$ cat src/hw/rtl/imrr_pkg.sv
// ----------------------------------------------------------------------------
// imrr_pkg: shared types and constants for the input macro recorder/player
// Report and frame layouts, command and mode codes, merge helpers.
// ----------------------------------------------------------------------------
package imrr_pkg;

    localparam int SLOT_COUNT = 4;
    localparam int MAX_FRAMES = 1024;
    localparam int SLOT_W     = 2;
    localparam int FIDX_W     = $clog2(MAX_FRAMES);
    localparam int CNT_W      = FIDX_W + 1;
    localparam int ADDR_W     = SLOT_W + FIDX_W;
    localparam int CFG_IDX_W  = 2;
    localparam int CFG_DATA_W = 32;

    localparam logic [3:0]  HAT_NONE  = 4'd8;
    localparam logic [7:0]  STICK_MID = 8'd128;
    localparam logic [15:0] DELTA_CAP = 16'hFFFF;

    localparam logic [2:0] CMD_TICK  = 3'd0;
    localparam logic [2:0] CMD_SET   = 3'd1;
    localparam logic [2:0] CMD_REC   = 3'd2;
    localparam logic [2:0] CMD_PRESS = 3'd3;
    localparam logic [2:0] CMD_STOP  = 3'd4;

    localparam logic [1:0] MODE_IDLE = 2'd0;
    localparam logic [1:0] MODE_REC  = 2'd1;
    localparam logic [1:0] MODE_PLAY = 2'd2;

    localparam logic [1:0] PM_SINGLE = 2'd0;
    localparam logic [1:0] PM_RAPID  = 2'd1;
    localparam logic [1:0] PM_CONT   = 2'd2;

    localparam logic [CFG_IDX_W-1:0] CFG_FRAME_INTERVAL = 2'd0;
    localparam logic [CFG_IDX_W-1:0] CFG_MAX_DURATION   = 2'd1;
    localparam logic [CFG_IDX_W-1:0] CFG_LOOP_GAP       = 2'd2;

    typedef struct packed {
        logic [15:0] buttons;
        logic [3:0]  hat;
        logic [7:0]  lx;
        logic [7:0]  ly;
        logic [7:0]  rx;
        logic [7:0]  ry;
    } rpt_t;

    typedef struct packed {
        logic [15:0] delta;
        rpt_t        rpt;
    } frame_t;

    typedef struct packed {
        logic [2:0]  command;
        logic [31:0] time_ms;
        rpt_t        pad;
        logic [1:0]  slot;
        logic [1:0]  play_mode;
        logic        slot_held;
    } item_t;

    // what the evaluate step leads into
    typedef enum logic [1:0] {
        EV_DONE  = 2'd0,
        EV_COPY  = 2'd1,
        EV_PLAY  = 2'd2,
        EV_START = 2'd3
    } ev_t;

    typedef struct packed {
        logic capture;
        logic eval;
        logic copy_step;
        logic advance;
        logic load_first;
        logic play_fin;
        logic emit;
    } ctl_cmd_t;

    typedef struct packed {
        ev_t  ev;
        logic copy_done;
        logic play_more;
        logic out_free;
    } ctl_sts_t;

    function automatic rpt_t neutral_rpt();
        rpt_t r;
        r.buttons = '0;
        r.hat     = HAT_NONE;
        r.lx      = STICK_MID;
        r.ly      = STICK_MID;
        r.rx      = STICK_MID;
        r.ry      = STICK_MID;
        return r;
    endfunction

    function automatic logic is_neutral(rpt_t r);
        return r == neutral_rpt();
    endfunction

    function automatic logic [7:0] axis_dev(logic [7:0] a);
        return a[7] ? (a - STICK_MID) : (STICK_MID - a);
    endfunction

    function automatic logic [7:0] merge_axis(logic [7:0] pad, logic [7:0] mac);
        return (axis_dev(mac) > axis_dev(pad)) ? mac : pad;
    endfunction

    function automatic rpt_t merge_rpt(rpt_t pad, rpt_t mac);
        rpt_t r;
        r.buttons = pad.buttons | mac.buttons;
        r.hat     = (mac.hat != HAT_NONE) ? mac.hat : pad.hat;
        r.lx      = merge_axis(pad.lx, mac.lx);
        r.ly      = merge_axis(pad.ly, mac.ly);
        r.rx      = merge_axis(pad.rx, mac.rx);
        r.ry      = merge_axis(pad.ry, mac.ry);
        return r;
    endfunction

endpackage

$ cat src/hw/rtl/imrr_ctrl.sv
// ----------------------------------------------------------------------------
// imrr_ctrl: sequencer for the macro recorder/player
// Steps one item through evaluate, slot copy, frame advance or first-frame fetch, and result.
// ----------------------------------------------------------------------------
module imrr_ctrl (
    input  logic               aclk,
    input  logic               aresetn,
    input  logic               s_tvalid,
    output logic               s_tready,
    input  imrr_pkg::ctl_sts_t sts,
    output imrr_pkg::ctl_cmd_t cmd
);

    typedef enum logic [7:0] {
        ST_IDLE   = 8'b0000_0001,
        ST_EVAL   = 8'b0000_0010,
        ST_COPY   = 8'b0000_0100,
        ST_PCHK   = 8'b0000_1000,
        ST_PWAIT  = 8'b0001_0000,
        ST_SFETCH = 8'b0010_0000,
        ST_SWAIT  = 8'b0100_0000,
        ST_OUT    = 8'b1000_0000
    } state_t;

    state_t state_reg, state_next;

    always_ff @(posedge aclk) begin
        if (!aresetn) begin
            state_reg <= ST_IDLE;
        end else begin
            state_reg <= state_next;
        end
    end

    always_comb begin
        state_next = state_reg;
        cmd        = '0;
        s_tready   = 1'b0;
        unique case (state_reg)
            ST_IDLE: begin
                s_tready = 1'b1;
                if (s_tvalid) begin
                    cmd.capture = 1'b1;
                    state_next  = ST_EVAL;
                end
            end
            ST_EVAL: begin
                cmd.eval = 1'b1;
                unique case (sts.ev)
                    imrr_pkg::EV_COPY:  state_next = ST_COPY;
                    imrr_pkg::EV_PLAY:  state_next = ST_PCHK;
                    imrr_pkg::EV_START: state_next = ST_SFETCH;
                    default:            state_next = ST_OUT;
                endcase
            end
            ST_COPY: begin
                cmd.copy_step = 1'b1;
                if (sts.copy_done) begin
                    state_next = ST_OUT;
                end
            end
            ST_PCHK: begin
                if (sts.play_more) begin
                    state_next = ST_PWAIT;
                end else begin
                    cmd.play_fin = 1'b1;
                    state_next   = ST_OUT;
                end
            end
            ST_PWAIT: begin
                cmd.advance = 1'b1;
                state_next  = ST_PCHK;
            end
            ST_SFETCH: begin
                state_next = ST_SWAIT;
            end
            ST_SWAIT: begin
                cmd.load_first = 1'b1;
                state_next     = ST_OUT;
            end
            ST_OUT: begin
                if (sts.out_free) begin
                    cmd.emit   = 1'b1;
                    state_next = ST_IDLE;
                end
            end
            default: begin
                state_next = ST_IDLE;
            end
        endcase
    end

endmodule

$ cat config.mk
export PLATFORM = sky130hd
export DESIGN_NAME = imrr_ctrl
export DESIGN_NICKNAME = d
export VERILOG_FILES = /design/src/hw/rtl/imrr_pkg.sv /design/src/hw/rtl/imrr_ctrl.sv
export SDC_FILE = /design/constraint.sdc
export NUM_CORES = 1
export LEC_CHECK = 0
export ABC_AREA = 1
export BUFFER_PORTS_ARGS = -buffer_cell sky130_fd_sc_hd__buf_4
export CAP_MARGIN = 30
export CORE_AREA = 2 2 39 41
export CTS_CLUSTER_SIZE = 20
export DETAILED_ROUTE_END_ITERATION = 10
export DIE_AREA = 0 0 41 43
export PLACE_DENSITY = 0.79
export SYNTH_ARGS = -nofsm -noshare
export SYNTH_HDL_FRONTEND = slang
export SYNTH_SLANG_ARGS = --single-unit
$ cat constraint.sdc
create_clock -name aclk -period 1.33 [get_ports aclk]
set_input_delay 0 -clock aclk [delete_from_list [all_inputs] [get_ports aclk]]
set_output_delay 0 -clock aclk [all_outputs]
set_load 0.02 [all_outputs]
==> out/metrics.cfg, run 1 <==
[routing]
final_antenna_net_count=0
vias=601
routed_wl_um=1286
first_pass_iters=6
viasPerCell=4.808
drc=0
wl_per_cell_um=10.29
detailedRoute.firstIterationViolations=11

[sta]
finalClockSkew_ps=8.232
whs_ps=9.440
setup_slack_ps=77.57
timing.final.crit_period_ps=1252
setup_viol=0
timing.fmax_ghz=0.7985
slew_violations=0
hold_viol_final=0
maxSlewHeadroom_pct=83.95
finalCritPeriodShare_pct=94.17
tightestPinTransition_ps=238.5

[floorplan]
num_rows=14
dieArea_um2=1763
core_area_um2=1384
io_pins=16
dieWidth_um=41
initial_core_util_pct=41.68
dieHeight_um=43

[clocking]
clock_sinks=8
clock_latency_ps=260
htreeDepth=1
path_clk_slew_ps=50
tritoncts=yes
cts_buffers=3
cts_max_path_buffers=2
root_buffer=clkbuf_4

[setup_path]
required_ps=1330
critPathMaxStageDelay_ps=340
worstSetupPathType=reg2out
crit_path_top_delay_cell=dfxtp_2
rr_startpoint=state_reg[3]
path_cells=nor2_4, buf_4, nand2_2, nor2_8, buf_4
start_kind=register
arrival_ps=1250
worst-path-max-fanout=6
startpoint=state_reg[3]
crit_top_cell=buf_4
crit_path_end_kind=primary output

[placed_design]
place_inst=118
hpwl_um=1053
place_ws_ps=89.94
gp_congestion=0.7817
portBuffers=15

[global_routing]
grt_overflow_total=0
grt.total_usage_pct=18.75
grt_pass1_vias=572
grt_max_degree=8
antenna_found_initial=0
grt_pass1_wl_um=2283

[cells_and_area]
final_net_count=119
fin_util_pct=56.60
largest_register_ffs=8
area_growth_pct=35.79
antenna_cells=0
layout_common_cells=18 x nor2_1, 18 x buf_4, 14 x inv_1, 14 x nand2_1
drive_gt1_share_pct=42.20
fin_cells=125

[job]
drv_cap=0

[synthesis]
synth_seq_cells=8
ys_types=19
syn-num-nets=95
synth_warnings=0
synth_area_um2=576.8
synthCells=87
synth_seq_area_share_pct=27.77
syn-mean-instance-area_um2=6.630

[power_and_ir_drop]
leakage_nw=0.3946
p_total_mw=0.6028
ir_drop_mv=0.4717
p_per_area_nw_per_um2=769.6

[hold_path]
min_from=sts[1]
min_path_type=in2reg

[run_status]
outcome=complete, no violations

[where the power goes]
part           leakage [nW]  total (mW)  switching (mW)  internal, mW
clock                0.0138       0.185          0.0818         0.103
sequential           0.0657       0.260          0.0106         0.249
combinational         0.315       0.158          0.0903        0.0680
[through the flow]
stage | setup TNS, ps | cell area, µm²
2_1_floorplan | 0 | 576.8
3_3_place_gp | 0 | 709.4
3_5_place_dp | 0 | 709.4
4_1_cts | 0 | 744.5
5_1_grt | -25.81 | 783.3
6_report | 0 | 783.3
[worst max-delay path: cells and delay by family (launching register included)]
kind	cells	cell delay, ps
flip-flops	1	340
AND/OR/NAND/NOR	3	370
buffers and inverters	2	290
[cell type report]
type / instances / area [µm²]
clock buffer: 3 / 22.52
timing repair buffer: 19 / 145.1
multi-input combinational: 62 / 365.4
sequential: 8 / 163.9
tap: 16 / 20.02
inverter: 17 / 66.31
fill: 133 / 600.6
[cells by family (layout without fill, tap and decap cells)]
kind of cell,Yosys count,after routing,synth area share [%]
buffers and inverters,17,39,11.50
AO/OA/AOI/OAI,3,3,3.254
AND/OR/NAND/NOR,59,59,57.48
flip-flops,8,8,27.77
[routing by layer]
layer,vias to the layer above,GRT usage (%),routed length [µm]
li1,315,-,-
met1,253,24.76,561
met2,26,28.75,601
met3,7,3.141,78
met4,0,8.000,44
met5,-,0,0
[Yosys cell counts]
cell type	instances	area [µm²]
inv_4	1	6.260
inv_2	2	7.510
nor2_8	1	20.02
nand3_2	3	30.03
a21oi_1	2	10.01
nor2_2	2	12.51
dfxtp_1	8	160.2
nand2_4	1	11.26
nor4_1	2	12.51
a21oi_2	1	8.760
inv_1	14	52.55
nor2_1	20	75.07
nand4_1	2	12.51
nand2_1	14	52.55
nand2_2	3	18.77
nand3b_2	1	11.26
nand3_1	5	25.02
nor2_4	4	45.04
nor3_1	1	5.000
[final timing paths]
| path | endpoint | slack, ps | cells after the start |
|---|---|---|---|
| worst min register to register | state_reg[3] | 620 | 3 |
| worst min-delay path | state_reg[4] | 9 | 3 |
| worst max register to register | state_reg[0] | 100 | 9 |
| worst max-delay path | cmd[5] | 80 | 5 |
[timing repair]
item,in CTS,in global routing
hold endpoints to repair,1,0
setup buffers,0,3
pin swaps,0,3
endpoints found under the setup margin,1,5
hold buffers,1,0
gates resized for setup,1,6
Power figures use the tool's default switching activity.
==> run 2, diff against run 1 <==
--- a/config.mk
+++ b/config.mk
@@ -5,14 +5,13 @@
 export SDC_FILE = /design/constraint.sdc
 export NUM_CORES = 1
 export LEC_CHECK = 0
-export ABC_AREA = 1
 export BUFFER_PORTS_ARGS = -buffer_cell sky130_fd_sc_hd__buf_4
 export CAP_MARGIN = 30
 export CORE_AREA = 2 2 39 41
 export CTS_CLUSTER_SIZE = 20
 export DETAILED_ROUTE_END_ITERATION = 10
 export DIE_AREA = 0 0 41 43
-export PLACE_DENSITY = 0.79
+export PLACE_DENSITY = 0.78
 export SYNTH_ARGS = -nofsm -noshare
 export SYNTH_HDL_FRONTEND = slang
 export SYNTH_SLANG_ARGS = --single-unit
==> out/metrics.cfg, run 2 <==
[sta]
slew_violations=0  ; unchanged
tightestPinTransition_ps=433.6  ; +195.1 ps
setup_slack_ps=-362.1  ; -439.7 ps
setup_viol=15  ; +15
timing.final.crit_period_ps=1692  ; +439.7 ps
final.setup.tns_ps=-3089  ; -3089 ps
finalClockSkew_ps=6.039  ; -2.194 ps
timing.fmax_ghz=0.5910  ; -26%
hold_viol_final=0  ; unchanged
finalCritPeriodShare_pct=127.2  ; +33 points
rsz0062_at_grt=yes
maxSlewHeadroom_pct=71.02  ; -13 points

[routing]
vias=742  ; +23%
first_pass_iters=4  ; -2
wl_per_cell_um=19.80  ; +92%
routed_wl_um=2455  ; +91%
detailedRoute.firstIterationViolations=15  ; +4
final_antenna_net_count=0  ; unchanged
viasPerCell=5.984  ; +24%
drc=0  ; unchanged

[global_routing]
grt.met2_usage_pct=43.75  ; +15 points
grt.total_usage_pct=29.98  ; +11 points
antenna_found_initial=0  ; unchanged
use_met3_pct=8.901  ; +5.8 points
grt_overflow_total=0  ; unchanged
grt_use_met1_pct=36.57  ; +12 points
grt_busiest_layer=met2
grt_pass1_vias=791  ; +38%
grt_pass1_wl_um=3491  ; +53%
grt_max_degree=12  ; +4

[synthesis]
syn-mean-instance-area_um2=8.856  ; +34%
ys.flop_type=dfxtp_1
syn-num-nets=72  ; -24%
ys_top_cells_by_area=dfxtp_1 28%, nor4b_4 4.2%, nor2_1 4.0%
synth.most_common_cell=dfxtp_1
synth_seq_cells=8  ; unchanged
async_flop_share_pct=0  ; unchanged
synth_area_um2=566.8  ; -1.7%
ys_top_cells_by_count=8 x dfxtp_1, 6 x nor2_1, 4 x nand3_1
yosys.area.top_type=dfxtp_1
synth_warnings=0  ; unchanged
synth_seq_area_share_pct=28.26  ; +0.49 points
synth.top_cell.area_share_pct=28.26  ; +0.49 points
ys_types=32  ; +13
synth_edf_count=0  ; unchanged
synthCells=64  ; -26%

[clocking]
clock_sinks=8  ; unchanged
htreeDepth=1  ; unchanged
tritoncts=yes
cts_buffers=3  ; unchanged
clock_latency_ps=260  ; about the same
root_buffer=clkbuf_4
cts_max_path_buffers=2  ; unchanged
path_clk_slew_ps=60  ; about the same

[power_and_ir_drop]
ir_drop_mv=0.8074  ; +71%
p_total_mw=1.050  ; +74%
leakage_nw=0.4462  ; +13%
p_per_area_nw_per_um2=902.7  ; +17%

[floorplan]
dieArea_um2=1763  ; unchanged
initial_core_util_pct=40.96  ; -0.72 points
dieHeight_um=43  ; unchanged
num_rows=14  ; unchanged
io_pins=16  ; unchanged
dieWidth_um=41  ; unchanged
core_area_um2=1384  ; unchanged

[setup_path]
crit_end=cmd[1]
crit_path_top_delay_cell=or4b_4
worst-path-max-fanout=4  ; -2
arrival_ps=1690  ; +440 ps
r2r_slack_ps=-270  ; -370 ps
critical_path_cell_count=3  ; -2
worstSetupPathType=reg2out
r2r-end=state_reg[0]
startpoint=state_reg[7]
path_cells=or4b_4, nor4_2, buf_4
critPathMaxStageDelay_ps=590  ; +250 ps
critPathTopFamily=simple AND/OR/NAND/NOR gates
start_kind=register
cp.buffers_inverters=1  ; -1
crit_path_end_kind=primary output
rr_startpoint=state_reg[3]
required_ps=1330  ; about the same
r2r.worst_path.cells=6  ; -3

[placed_design]
hpwl_um=1192  ; +13%
gp_congestion=0.8361  ; +7.0%
portBuffers=15  ; unchanged
place_ws_ps=-141.9  ; -231.9 ps

[run_status]
violations=negative setup slack
outcome=complete, but fails checks

[cells_and_area]
multiInputGateArea_um2=556.8  ; +52%
final_net_count=118  ; -0.84%
area.sequential_um2=172.7  ; +5.3%
n_fill_cell=79  ; -41%
layout_common_cells=29 x buf_4, 14 x buf_6, 4 x nor2_4, 4 x dfxtp_2
final_common_cell=buf_4
largest_register_ffs=8  ; unchanged
antenna_cells=0  ; unchanged
drive_gt1_share_pct=75.93  ; +34 points
area_growth_pct=105.3

[hold_path]
min_path_type=in2reg
hold_depth=3  ; unchanged

[job]
drv_cap=0  ; unchanged

## run 2: changes by cell type after synthesis, sizes merged, moves of 3 or more
cell and delta:
nor3b +4, nor4b +4, inv -14, nor2b +3
nand2 -14, nand3 -4, nor2 -20, o21ai +3
## run 2: repair_timing
| action | in CTS | in global routing |
|---|---|---|
| buffers inserted | 12 | 2 |
| endpoints found under the setup margin | 15 | 15 |
| hold buffers | 0 | 0 |
| hold endpoints to repair | 0 | 0 |
| gates resized for setup | 42 | 13 |
| pin swaps | 10 | 4 |
| gates cloned | 0 | 0 |
## run 2: per-layer routing
layer	vias to the layer above	part of all wire [%]
li1	334	-
met1	363	40
met2	33	50
met3	12	5.7
met4	0	4.0
met5	-	0
## run 2: cell families (layout without fill, tap and decap cells)
| kind of cell | after synthesis | after routing | share of synthesized area (%) |
|---|---|---|---|
| buffers and inverters | 5 | 49 | 4.855 |
| AND/OR/NAND/NOR | 35 | 35 | 45.47 |
| flip-flops | 8 | 8 | 28.26 |
| XOR/XNOR | 1 | 1 | 1.546 |
| AO/OA/AOI/OAI | 15 | 15 | 19.87 |
## run 2: worst min path at each step
| stage | to | start | slack, ps |
|---|---|---|---|
| finish | state_reg[5] | sts[3] | 10 |
| global route | state_reg[3] | aresetn | 20 |
| CTS | state_reg[5] | sts[3] | 20 |
| detailed placement | state_reg[4] | sts[1] | 270 |
| global placement | state_reg[4] | sts[1] | 260 |
| floorplan | cmd[1] | sts[1] | 50 |
## run 2: stage by stage
stage               instances  utilization, %  cell area, µm²  hold WS (ps)
floorplan                  64               -           586.8         54.46
global placement          107           58.41           808.3         261.7
detailed placement        107           58.41           808.3         267.6
CTS                       122           78.84            1091         17.94
global route              124           84.09            1164         23.93
finish                    124           84.09            1164         9.999
## run 2: area by class of cell
type	instances	share of cell area (%)
Tap cell	16	1.720
Sequential cell	8	14.84
Multi-Input combinational cell	51	47.85
Inverter	3	1.398
Clock buffer	3	1.935
Timing Repair Buffer	43	32.26
## run 2: power by group
part	switching (mW)	internal (mW)	total, mW
sequential	0.0220	0.255	0.277
clock	0.0941	0.104	0.198
combinational	0.279	0.297	0.576
total	0.395	0.655	1.05
## run 2: worst reg2reg max path, cell delays in order, from the launching register on
cell,delay [ps]
dfxtp_4,360
buf_6,120
buf_4,140
o21ai_0,110
o211ai_1,180
a2111oi_2,470
o31ai_2,100
==> run 3, diff against run 2 <==
--- a/config.mk
+++ b/config.mk
@@ -5,13 +5,13 @@
 export SDC_FILE = /design/constraint.sdc
 export NUM_CORES = 1
 export LEC_CHECK = 0
-export BUFFER_PORTS_ARGS = -buffer_cell sky130_fd_sc_hd__buf_4
 export CAP_MARGIN = 30
 export CORE_AREA = 2 2 39 41
 export CTS_CLUSTER_SIZE = 20
 export DETAILED_ROUTE_END_ITERATION = 10
 export DIE_AREA = 0 0 41 43
-export PLACE_DENSITY = 0.78
+export DONT_BUFFER_PORTS = 1
+export PLACE_DENSITY = 0.68
 export SYNTH_ARGS = -nofsm -noshare
 export SYNTH_HDL_FRONTEND = slang
 export SYNTH_SLANG_ARGS = --single-unit
==> out/metrics.cfg, run 3 (synthesis gave the netlist of run 2 again) <==
[setup_path]
r2r-end=state_reg[2]
arrival_ps=1660  ; -30 ps
r2r_slack_ps=-320  ; -50 ps
startpoint=state_reg[7]
worstSetupPathType=reg2out
crit_end=cmd[2]
start_kind=register
required_ps=1330  ; about the same
r2r.worst_path.cells=6  ; unchanged
crit_path_end_kind=primary output
worst-path-max-fanout=5  ; +1
rr_startpoint=state_reg[6]

[cells_and_area]
final_common_cell=buf_4
area_growth_pct=80.57
fin_util_pct=73.96  ; -10 points
largest_register_ffs=8  ; unchanged
layout_common_cells=25 x buf_4, 7 x dlygate4sd3_1, 5 x buf_6, 4 x nor2_1, 4 x dfxtp_1
multiInputGateArea_um2=485.5  ; -13%
fin_cells=118  ; -4.8%
antenna_cells=0  ; unchanged
n_fill_cell=77  ; -2.5%
drive_gt1_share_pct=56.86  ; -19 points
final_net_count=112  ; -5.1%
area.sequential_um2=167.7  ; -2.9%

[clocking]
path_clk_slew_ps=60  ; about the same
tritoncts=yes
cts_max_path_buffers=2  ; unchanged
cts_buffers=3  ; unchanged
clock_latency_ps=250  ; about the same
clock_sinks=8  ; unchanged
root_buffer=clkbuf_4
htreeDepth=1  ; unchanged

[sta]
rsz0062_at_grt=yes
slew_violations=0  ; unchanged
tightestPinTransition_ps=423.2  ; -10.46 ps
timing.final.crit_period_ps=1663  ; -29.49 ps
setup_viol=15  ; unchanged
timing.fmax_ghz=0.6015  ; +1.8%
setup_slack_ps=-332.6  ; +29.49 ps
maxSlewHeadroom_pct=71.73  ; +0.72 points
hold_viol_final=0  ; unchanged
finalClockSkew_ps=1.868  ; -4.171 ps
final.setup.tns_ps=-3591  ; -501.6 ps
finalCritPeriodShare_pct=125.0  ; -2.2 points

[global_routing]
grt_max_degree=8  ; -4
grt_overflow_total=0  ; unchanged
grt.total_usage_pct=28.53  ; -1.5 points
antenna_found_initial=0  ; unchanged
grt_pass1_vias=739  ; -6.6%
grt_pass1_wl_um=3429  ; -1.8%

[placed_design]
portBuffers=0  ; -15
place_inst=99  ; -7.5%
gp_congestion=0.8427  ; +0.79%
hpwl_um=1193  ; +0.11%
place_ws_ps=-306.1  ; -164.2 ps

[routing]
wl_per_cell_um=19.88  ; +0.42%
viasPerCell=6.390  ; +6.8%
drc=0  ; unchanged
vias=754  ; +1.6%
routed_wl_um=2346  ; -4.4%
detailedRoute.firstIterationViolations=30  ; +15
final_antenna_net_count=0  ; unchanged
first_pass_iters=5  ; +1

[job]
drv_cap=0  ; unchanged

[hold_path]
min_path_type=in2reg

[run_status]
violations=negative setup slack
outcome=complete, but fails checks

[power_and_ir_drop]
combinationalPowerShare_pct=50.1  ; -4.7 points
p_total_mw=0.9524  ; -9.3%
seqPwrFrac_pct=29.5  ; +3.2 points
sw_frac_of_total_pct=36.39  ; -1.2 points
p_per_area_nw_per_um2=930.6  ; +3.1%
power_switching_mw=0.3466  ; -12%
leakage_nw=0.3884  ; -13%
clkPwrFrac_pct=20.4  ; +1.5 points
ir_drop_mv=0.6914  ; -14%
intPower_mw=0.6059  ; -7.6%

[floorplan]
dieArea_um2=1763  ; unchanged
num_rows=14  ; unchanged
core_area_um2=1384  ; unchanged
io_pins=16  ; unchanged
dieWidth_um=41  ; unchanged
dieHeight_um=43  ; unchanged
initial_core_util_pct=40.96  ; unchanged

==> run 3: layout make-up <==
cell class	instances	area share (%)
well taps	16	1.956
multi-input cells	51	47.43
repair buffers	37	30.68
inverters	3	1.345
clock buffers	3	2.200
flip-flops and latches	8	16.38
==> run 3: stage by stage <==
| stage | cell area [µm²] | hold slack, ps |
|---|---|---|
| after floorplan | 586.8 | 54.46 |
| after global placement | 748.2 | 120.6 |
| after detailed placement | 748.2 | 123.8 |
| after CTS | 989.7 | 4.887 |
| after global routing | 1023 | 47.67 |
| final | 1023 | 48.03 |
==> run 3: how the worst min path moves through the flow <==
stage                         from  cells past startpoint      endpoint  slack [ps]
after detailed placement   aresetn                      1  state_reg[3]         120
after global routing      s_tvalid                      2  state_reg[0]          50
after global placement     aresetn                      1  state_reg[3]         120
after floorplan             sts[1]                      1        cmd[1]          50
final                     s_tvalid                      2  state_reg[0]          50
after CTS                 s_tvalid                      2  state_reg[0]           5
==> run 3: power groups by stage <==
stage          clock network (mW)  logic, mW  registers, mW
2_1_floorplan                   0      0.167          0.279
3_3_place_gp                    0      0.255          0.281
3_5_place_dp                    0      0.261          0.284
4_1_cts                     0.189      0.438          0.279
5_1_grt                     0.203      0.502          0.283
6_report                    0.194      0.477          0.281
==> run 3: metal layers <==
layer | part of all wire, % | up-vias | track usage [%]
li1 | - | 323 | -
met1 | 39 | 348 | 35.83
met2 | 47 | 62 | 47.19
met3 | 7.7 | 21 | 2.618
met4 | 6.2 | 0 | 11.33
met5 | 0 | - | 0
==> run 3: timing repair <==
action / CTS / global route
endpoints found under the hold margin: 8 / 0
pin swaps: 7 / 6
gates resized for setup: 22 / 7
buffers inserted: 8 / 1
hold buffers: 7 / 0
setup endpoints to repair: 15 / 15
==> run 3: critical path, cell delays in order, from the launching register on <==
cell     delay, ps
dfxtp_1        380
or4b_4         580
nor4b_4        260
buf_4          190
